**config.mk**
```make
export PLATFORM = sky130hd
export DESIGN_NAME = pac_div_stage
export DESIGN_NICKNAME = d
export VERILOG_FILES = /design/src/rtl/pac_pkg.sv /design/src/rtl/pac_div_stage.sv
export SDC_FILE = /design/constraint.sdc
export NUM_CORES = 1
export LEC_CHECK = 0
export ABC_AREA = 1
export BUFFER_PORTS_ARGS = -buffer_cell sky130_fd_sc_hd__buf_2
export CORE_MARGIN = 4
export CORE_UTILIZATION = 46
export CTS_BUF_LIST = sky130_fd_sc_hd__clkbuf_4 sky130_fd_sc_hd__clkbuf_8 sky130_fd_sc_hd__clkbuf_16
export DETAILED_ROUTE_END_ITERATION = 7
export MAX_ROUTING_LAYER = met4
export PLACE_DENSITY = 0.8
export SYNTH_ARGS = -nofsm -noshare
export SYNTH_HDL_FRONTEND = slang
export SYNTH_SLANG_ARGS = --single-unit
export TNS_END_PERCENT = 5
```
**constraint.sdc**
```tcl
create_clock -name aclk -period 2.65 [get_ports aclk]
set_clock_uncertainty 0.15 [all_clocks]
set_input_delay 0.3975 -clock aclk [delete_from_list [all_inputs] [get_ports aclk]]
set_output_delay 0.3975 -clock aclk [all_outputs]
set_load 0.02 [all_outputs]
```
**src/rtl/pac_pkg.sv**
```systemverilog
`timescale 1ns / 1ps
// ----------------------------------------------------------------------------
// pac_pkg
// Types, constants and helpers shared by the profile alignment cell.
// ----------------------------------------------------------------------------
package pac_pkg;

    localparam int LANES       = 5;
    localparam int COUNT_W     = 4;
    localparam int SCORE_W     = 24;
    localparam int COEF_W      = 12;
    localparam int ROW_W       = 60;
    localparam int PROF_W      = LANES * COUNT_W;
    localparam int CFG_IDX_W   = 3;
    localparam int NORM_W      = 8;
    localparam int DIV_STEPS   = SCORE_W;

    localparam logic [CFG_IDX_W-1:0] REG_ROW0 = CFG_IDX_W'(0);
    localparam logic [CFG_IDX_W-1:0] REG_ROW1 = CFG_IDX_W'(1);
    localparam logic [CFG_IDX_W-1:0] REG_ROW2 = CFG_IDX_W'(2);
    localparam logic [CFG_IDX_W-1:0] REG_ROW3 = CFG_IDX_W'(3);
    localparam logic [CFG_IDX_W-1:0] REG_ROW4 = CFG_IDX_W'(4);
    localparam logic [CFG_IDX_W-1:0] REG_GAP = CFG_IDX_W'(LANES);
    localparam logic signed [SCORE_W-1:0] GAP_RESET = -SCORE_W'(256);

    typedef enum logic [1:0] {
        DIR_UP   = 2'd0,
        DIR_DIAG = 2'd1,
        DIR_LEFT = 2'd2
    } dir_t;

    typedef struct packed {
        logic [PROF_W-1:0]         query_profile;
        logic [PROF_W-1:0]         reference_profile;
        logic signed [SCORE_W-1:0] up_score;
        logic signed [SCORE_W-1:0] diag_score;
        logic signed [SCORE_W-1:0] left_score;
    } in_item_t;

    typedef struct packed {
        logic signed [SCORE_W-1:0] best_score;
        logic [1:0]                direction;
    } out_item_t;

    // match divider state carried down the pipeline
    typedef struct packed {
        logic                      neg;
        logic                      active;
        logic [SCORE_W-1:0]        dvd;
        logic [SCORE_W-1:0]        rem;
        logic [NORM_W-1:0]         dvs;
        logic signed [SCORE_W-1:0] up_score;
        logic signed [SCORE_W-1:0] diag_score;
        logic signed [SCORE_W-1:0] left_score;
    } div_t;

endpackage

```
**src/rtl/pac_div_stage.sv**
```systemverilog
`timescale 1ns / 1ps
// ----------------------------------------------------------------------------
// pac_div_stage
// One registered restoring division step on magnitudes, with pipeline hold.
// ----------------------------------------------------------------------------
module pac_div_stage import pac_pkg::*; (
    input  logic aclk,
    input  logic aresetn,
    input  logic adv,
    input  logic vin,
    input  div_t din,
    output logic vout,
    output div_t dout
);
    logic        v_reg;
    div_t        d_reg, d_next;
    logic [SCORE_W:0] trial;

    always_comb begin
        d_next = din;
        trial  = {din.rem, din.dvd[SCORE_W-1]} - {{(SCORE_W-NORM_W+1){1'b0}}, din.dvs};
        if (!trial[SCORE_W]) begin
            d_next.rem = trial[SCORE_W-1:0];
            d_next.dvd = {din.dvd[SCORE_W-2:0], 1'b1};
        end else begin
            d_next.rem = {din.rem[SCORE_W-2:0], din.dvd[SCORE_W-1]};
            d_next.dvd = {din.dvd[SCORE_W-2:0], 1'b0};
        end
    end

    always_ff @(posedge aclk) begin
        if (!aresetn) begin
            v_reg <= 1'b0;
        end else if (adv) begin
            v_reg <= vin;
        end
        if (adv) begin
            d_reg <= d_next;
        end
    end

    assign vout = v_reg;
    assign dout = d_reg;
endmodule

```
=== Word-level counts from Yosys, hierarchy flattened ===
Index checks and enable logic that the tools add are counted.

* Output and inout bits: 131
* Register bits after elaboration: 131
* Input port bits: 134

* Mux-type cells: 1
* Add/subtract/negate cells: 1

{| class="wikitable"
|+ Operators with widths
! operator !! number
|-
| two-way mux 25 bit || 1
|-
| subtractor 25 x 8 -> 25 bit || 1
|}

=== Longest topological paths before layout ===
Gate-level depths: netlist of run 1.

* Word-level depth: 2
* Mapped depth: 15

=== Worst setup path after synthesis of run 1 ===
OpenSTA, ideal clock, no wires.

* Path kind: input port to flip-flop
* From: input din[127] in the netlist's numbering
* To: register d_reg (netlist bit dout[103]), data pin
* Setup time: 0.252 ns
* Arrival: 1.926 ns
* Path buffers: 1
* Slack: 0.322 ns
* Required time: 2.248 ns
* Stages on the path: 15
* Path through: inv_1 -> ha_1 -> inv_1 -> fa_1 -> nand2_1 -> nand2_1 -> nand2_1 -> nor2_4 -> nor2_4 -> nand3_2 -> nand2_4 -> inv_6 -> buf_6 -> nand2_1 -> nand2_1

{| class="wikitable"
|+ RTL lines
! element !! RTL line !! RTL
|-
| start, declared || pac_div_stage.sv:11 || <nowiki>input div_t din,</nowiki>
|-
| end signal, assigned || pac_div_stage.sv:38 || <nowiki>d_reg <= d_next;</nowiki>
|-
| end, declared || pac_div_stage.sv:16 || <nowiki>div_t d_reg, d_next;</nowiki>
|}

==> results of run 1 <==
layer usage:
metal / part of all wire / vias up / global-route usage
li1: - / 2203 / -
met1: 0.36 / 2229 / 0.2751
met2: 0.53 / 262 / 0.4591
met3: 0.075 / 54 / 0.08042
met4: 0.036 / 0 / 0.1075
met5: 0 / - / -
flip-flops by register name, indices dropped and copies added, names as in the netlist:
register,cells
dout,130
vout,1
critical path, cell delays in order:
cell and delay, ps:
dlygate4sd3_1 530, buf_2 110, inv_1 40, ha_1 370
nand2_1 100, nand2_1 120, inv_1 100, nand2_1 90
nor2_4 170, nand3_2 130, nand2_4 140, buf_12 150
o21ai_1 80
worst max-delay path by stage:
| stage | to | slack, ps | cells past startpoint |
|---|---|---|---|
| after floorplan | dout[103] | 320 | 15 |
| after global placement | dout[87] | 150 | 14 |
| after detailed placement | dout[87] | 90 | 14 |
| after CTS | dout[93] | 520 | 15 |
| after global routing | dout[97] | 40 | 14 |
| final | dout[86] | 140 | 13 |
metrics by stage:
step           setup WS [ps]  hold WS, ps    util  cell area [um2]
6_report               139.2        13.13  0.7217             8240
5_1_grt                39.12       -7.064  0.7215             8238
3_3_place_gp           146.3        371.6  0.6066             6927
2_1_floorplan          321.7        341.0       -             5368
3_5_place_dp           86.48        394.2  0.6066             6927
4_1_cts                516.8       0.3329  0.6978             7968
final cells by class:
cell class,count,area (um2)
Antenna cell,1,2.502
Clock inverter,14,137.6
Multi-Input combinational cell,252,1199
Timing Repair Buffer,346,2162
Clock buffer,18,432.9
Sequential cell,131,3924
Inverter,53,203.9
Fill cell,791,3178
Tap cell,143,178.9
power by group through the flow:
stage,sequential [W],clock [W],combinational [W]
finish,0.00253,0.00229,0.000911
global placement,0.00255,0,0.000785
detailed placement,0.00256,0,0.000801
CTS,0.00252,0.00229,0.000863
floorplan,0.00279,0,0.000180
global route,0.00254,0.00243,0.000967
cells by family after synthesis:
| group | synth area share |
|---|---|
| AO/OA/AOI/OAI | 0.01468 |
| XOR/XNOR | 0.01142 |
| adder cells (fa/ha/maj) | 0.02238 |
| buffers and inverters | 0.04569 |
| flip-flops | 0.7310 |
| AND/OR/NAND/NOR | 0.1748 |
cells in the final DEF, fill, tap and decap left out, types with 2 or more instances in the layout:
| cell | netlist | final |
|---|---|---|
| ha_1 | 8 | 8 |
| nand2_1 | 149 | 149 |
| clkinvlp_4 | 0 | 4 |
| nand4_1 | 6 | 6 |
| nand2_2 | 3 | 3 |
| a21oi_1 | 2 | 2 |
| nor2_4 | 3 | 3 |
| xor2_1 | 2 | 2 |
| o21ai_1 | 7 | 7 |
| clkinv_2 | 0 | 2 |
| buf_4 | 1 | 6 |
| nor3_1 | 4 | 4 |
| dlygate4sd3_1 | 0 | 74 |
| inv_6 | 1 | 3 |
| buf_12 | 0 | 3 |
| o21ai_0 | 3 | 3 |
| buf_2 | 0 | 263 |
| clkbuf_16 | 0 | 17 |
| nor2_1 | 31 | 31 |
| inv_1 | 52 | 52 |
| xnor2_1 | 5 | 5 |
| nand3_1 | 21 | 21 |
| clkinv_1 | 0 | 3 |
| bufinv_16 | 0 | 2 |
| edfxtp_1 | 130 | 130 |
| nor2_2 | 2 | 2 |
what timing repair did:
action / 4_1_cts / 5_1_grt
hold endpoints to repair: 47 / 27
setup endpoints to repair: 0 / 0
gates resized for setup: 0 / 0
hold buffers: 47 / 27
==> impl_metrics.toml, run 1 <==
[status]
status = "completed"

[placement]
hpwl_mm = 12.25
dp.cells = 851
gp_congestion = 0.8820
portBuffers = 264

[detailed_routing]
drtPass1Iterations = 5
drt_iter0_markers = 447
totalWireLength_mm = 19.09
antenna_left = 0
via_per_inst = 4.956
vias = 4748
drc_errors = 0
wl_per_cell_um = 19.92

[sta]
fmax_mhz = 398.3
setup-tns-final_ps = 0
worstMarginPinSlew_ps = 544.3
relSlewSlack = 0.6371
hold_viol = 0
rsz0062_at_grt = "false"
fin_crit_ps = 2511
finalMaxSlewViolations = 0
fin_crit_sh = 0.9475
finalSetupViolCount = 0

[synth]
synth_edf_count = 130
yosysMostFrequentCell = "nand2_1"
syn_nets = 583
synth_top_flop_cell = "edfxtp_1"
yosysUniqueCellTypes = 26
synth_area_leaders = "edfxtp_1, nand2_1, inv_1"
synthCells = 440
syn_area_um2 = 5368
ys_seq_elements = 131
synth_top_area_frac = 0.7273
synth-seq-area-share = 0.7310
avgSynthCellArea_um2 = 12.20
async_flop_share = 0
synth_commonest_cells = "nand2_1, edfxtp_1, inv_1"
yosysWarnings = 0
synth_top_cell_by_area = "edfxtp_1"

[power_and_ir_drop]
clock_power_share = 0.399
p_per_area_nw_per_um2 = 695.6
p_sw_frac = 0.2664
p_leak_nw = 3.833
power.total_w = 0.005732
switching_power_w = 0.001527
combPwrFrac = 0.159
intPower_w = 0.004205
ir_drop_uv = 852.5
p_seq_frac = 0.442

[floorplan]
die_h_um = 116.0
core_area_um2 = 11420
fp-row-count = 39
dieWidth_um = 116.0
start_util = 0.4701
io_pins = 265
dieArea_um2 = 13460

[global_routing]
grt_max_degree = 42
grt_usage = 0.2625
antenna_found_initial = 0
grt_overflow = 0
grt_pass1_vias = 4511
grt_first_pass_wirelength_mm = 24.81

[clocking]
cts_made_buffers = 17
insertion_delay_ps = 410
cts_tree = "built"
clkSinkCount = 131
postCtsSetupRepairBufs = 0
cts-root-buf = "clkbuf_16"
cts_buffer_depth = 2
cts.clk_slew.worst_paths_ps = 60
htree_levels = 4

[worst_hold_path]
hp-start = "din[11]"
hold_path_class = "primary input to flip-flop"
whs_endpoint = "dout[11]"
hold_depth = 1

[layout]
layout-drive-gt1-share = 0.3845
stdcell_count = 958
nets = 944
area_growth_pct = 53.52

[critical_path]
crit_type = "primary input to flip-flop"
crit_start = "din[79]"
rr_worst_depth = 2
arrival_ps = 2520
regToRegStartpoint = "vout"
setup.worst_path.start_class = "primary input"
cp-end-kind = "flip-flop"
rr_endpoint = "vout"
required_ps = 2660
reg2reg_slack_ps = 1860
crit_fanout = 17

[job]
maxCapViolations = 0
(Power assumes the default switching activity.)
==> run 2: changes to the inputs <==
CORE_UTILIZATION = 47   (was 46)
CTS_BUF_LIST = sky130_fd_sc_hd__clkbuf_4 sky130_fd_sc_hd__clkbuf_8   (was sky130_fd_sc_hd__clkbuf_4 sky130_fd_sc_hd__clkbuf_8 sky130_fd_sc_hd__clkbuf_16)
PLACE_DENSITY = 0.82   (was 0.8)
==> run 2 against run 1 <==
Compared with the run above:
- sequential power about the same
- register-to-register slack worse by 30 ps
- wire length up 1.4%
- power down 14%
- worst hold slack better by 41 ps
- clock power down 38%
- non-clock buffer count up 35
- maximum frequency down 3.3%
- first-iteration DRC count down 9.4%
- die area down 2.0%
- core utilization up 3.5 points
- largest cell class unchanged
==> impl_metrics.toml, run 2 (same netlist as run 1, synthesis figures left out) <==
[clocking]
cts_made_buffers = 17
insertion_delay_ps = 440
cts.clk_slew.worst_paths_ps = 70
cts_buffer_depth = 2
cts_tree = "built"
cts-root-buf = "clkbuf_8"
clkSinkCount = 131
htree_levels = 4

[critical_path]
cp-end-kind = "flip-flop"
crit_top_cell = "nand2_2"
crit_fanout = 8
required_ps = 2680
crit_chain = "dlygate4sd3_1 > buf_2 > ha_1 > inv_2 > fa_2 > nand2_2 > nand2_2 > nand3_2 > nand2_2 > o21bai_4 > nand2_8 > buf_4 > nand2_1 > o21ai_1"
crit_type = "primary input to flip-flop"
reg2reg_slack_ps = 1830
slowest_delay_ps = 550
setup.worst_path.start_class = "primary input"
crit_buf_inv = 4
slowest_stage = "dlygate4sd3_1"
arrival_ps = 2630
path_delay_family = "buffers and inverters"

[detailed_routing]
wl_per_cell_um = 19.59
via_per_inst = 4.990
antenna_left = 0
drtPass1Iterations = 5
drc_errors = 0
vias = 4930
totalWireLength_mm = 19.36
drt_iter0_markers = 405

[layout]
area_growth_pct = 55.43
fin_util = 0.7564
stdcell_count = 988
mostFrequentLayoutCell = "buf_2"
layout-drive-gt1-share = 0.3802
stdcell_area_um2 = 8343
final_cell_mix = "buf_2, nand2_1, edfxtp_1, dlygate4sd3_1, inv_1"
nFillCells = 721
nets = 979
largest_register_ffs = 130

[power_and_ir_drop]
p_sw_frac = 0.2906
intPower_w = 0.003480
switching_power_w = 0.001426
p_leak_nw = 3.862
p_per_area_nw_per_um2 = 588.0
combPwrFrac = 0.198
p_seq_frac = 0.516
ir_drop_uv = 388.2
clock_power_share = 0.287

[sta]
fin_crit_ps = 2595
rsz0062_at_grt = "true"
hold_viol = 0
fin_crit_sh = 0.9794
relSlewSlack = 0.5456
finalMaxSlewViolations = 0
fmax_mhz = 385.3
finalSetupViolCount = 0
setup-tns-final_ps = 0
worstMarginPinSlew_ps = 681.6

[placement]
postPlaceCellArea_um2 = 6910
hpwl_mm = 12.26
dp.cells = 848
gp_congestion = 0.8999
portBuffers = 264

[global_routing]
grt_first_pass_wirelength_mm = 27.72
grt_pass1_vias = 4946
grt_usage = 0.2979
grt_overflow = 0
antenna_found_initial = 1
grt_max_degree = 133

[status]
status = "completed"

[worst_hold_path]
hold_path_class = "primary input to flip-flop"

[floorplan]
die_h_um = 114.9
dieArea_um2 = 13190
fp-row-count = 38
dieWidth_um = 114.9
core_area_um2 = 11030
start_util = 0.4866
io_pins = 265

[job]
maxCapViolations = 0
-- run 2: layer usage --
layer | wire length (um) | vias up | part of all wire | track usage
li1 | - | 2266 | - | -
met1 | 6740 | 2335 | 0.35 | 0.3198
met2 | 10170 | 273 | 0.53 | 0.5185
met3 | 1747 | 56 | 0.090 | 0.07947
met4 | 702 | 0 | 0.036 | 0.1268
met5 | 0 | - | 0 | -
-- run 2: path summary, 6_finish.rpt --
| check | from | end | cells after the start |
|---|---|---|---|
| max | din[72] | dout[86] | 14 |
| min | aresetn | vout | 3 |
| max reg2reg | vout | vout | 2 |
| min reg2reg | vout | vout | 2 |
-- run 2: area by class of cell --
| cell class | instances | area [um2] | share of cell area |
|---|---|---|---|
| Timing Repair Buffer | 381 | 2490 | 0.2984 |
| Sequential cell | 131 | 3924 | 0.4703 |
| Clock buffer | 18 | 241.5 | 0.02894 |
| Tap cell | 140 | 175.2 | 0.02100 |
| Clock inverter | 12 | 70.07 | 0.008398 |
| Multi-Input combinational cell | 252 | 1236 | 0.1482 |
| Antenna cell | 1 | 2.502 | 0.0002999 |
| Inverter | 53 | 203.9 | 0.02445 |
-- run 2: worst reg2reg max path, delay by kind of cell (launching register included) --
family	cells	cell delay [ps]
flip-flops	1	320
AO/OA/AOI/OAI	2	230
-- run 2: per-stage QoR --
| stage | hold WS, ps | worst slack (ps) | power [W] |
|---|---|---|---|
| global placement | 372.3 | 127.4 | 0.003338 |
| CTS | 15.52 | 24.69 | 0.004839 |
| global route | 40.94 | -17.04 | 0.005085 |
| floorplan | 341.0 | 321.7 | 0.002972 |
| detailed placement | 398.1 | 66.51 | 0.003364 |
| finish | 53.75 | 54.72 | 0.004906 |
-- run 2: power groups by stage --
| stage | Sequential, W | Clock [W] | Combinational (W) |
|---|---|---|---|
| 6_report | 0.00253 | 0.00141 | 0.000970 |
| 3_5_place_dp | 0.00256 | 0 | 0.000803 |
| 2_1_floorplan | 0.00279 | 0 | 0.000180 |
| 3_3_place_gp | 0.00255 | 0 | 0.000785 |
| 5_1_grt | 0.00254 | 0.00152 | 0.00102 |
| 4_1_cts | 0.00252 | 0.00139 | 0.000933 |
-- run 2: what timing repair did --
| item | 4_1_cts | 5_1_grt |
|---|---|---|
| hold endpoints to repair | 105 | 0 |
| hold buffers | 105 | 0 |
| gates resized for setup | 0 | 10 |
| buffers inserted | 0 | 4 |
| setup endpoints to repair | 0 | 24 |
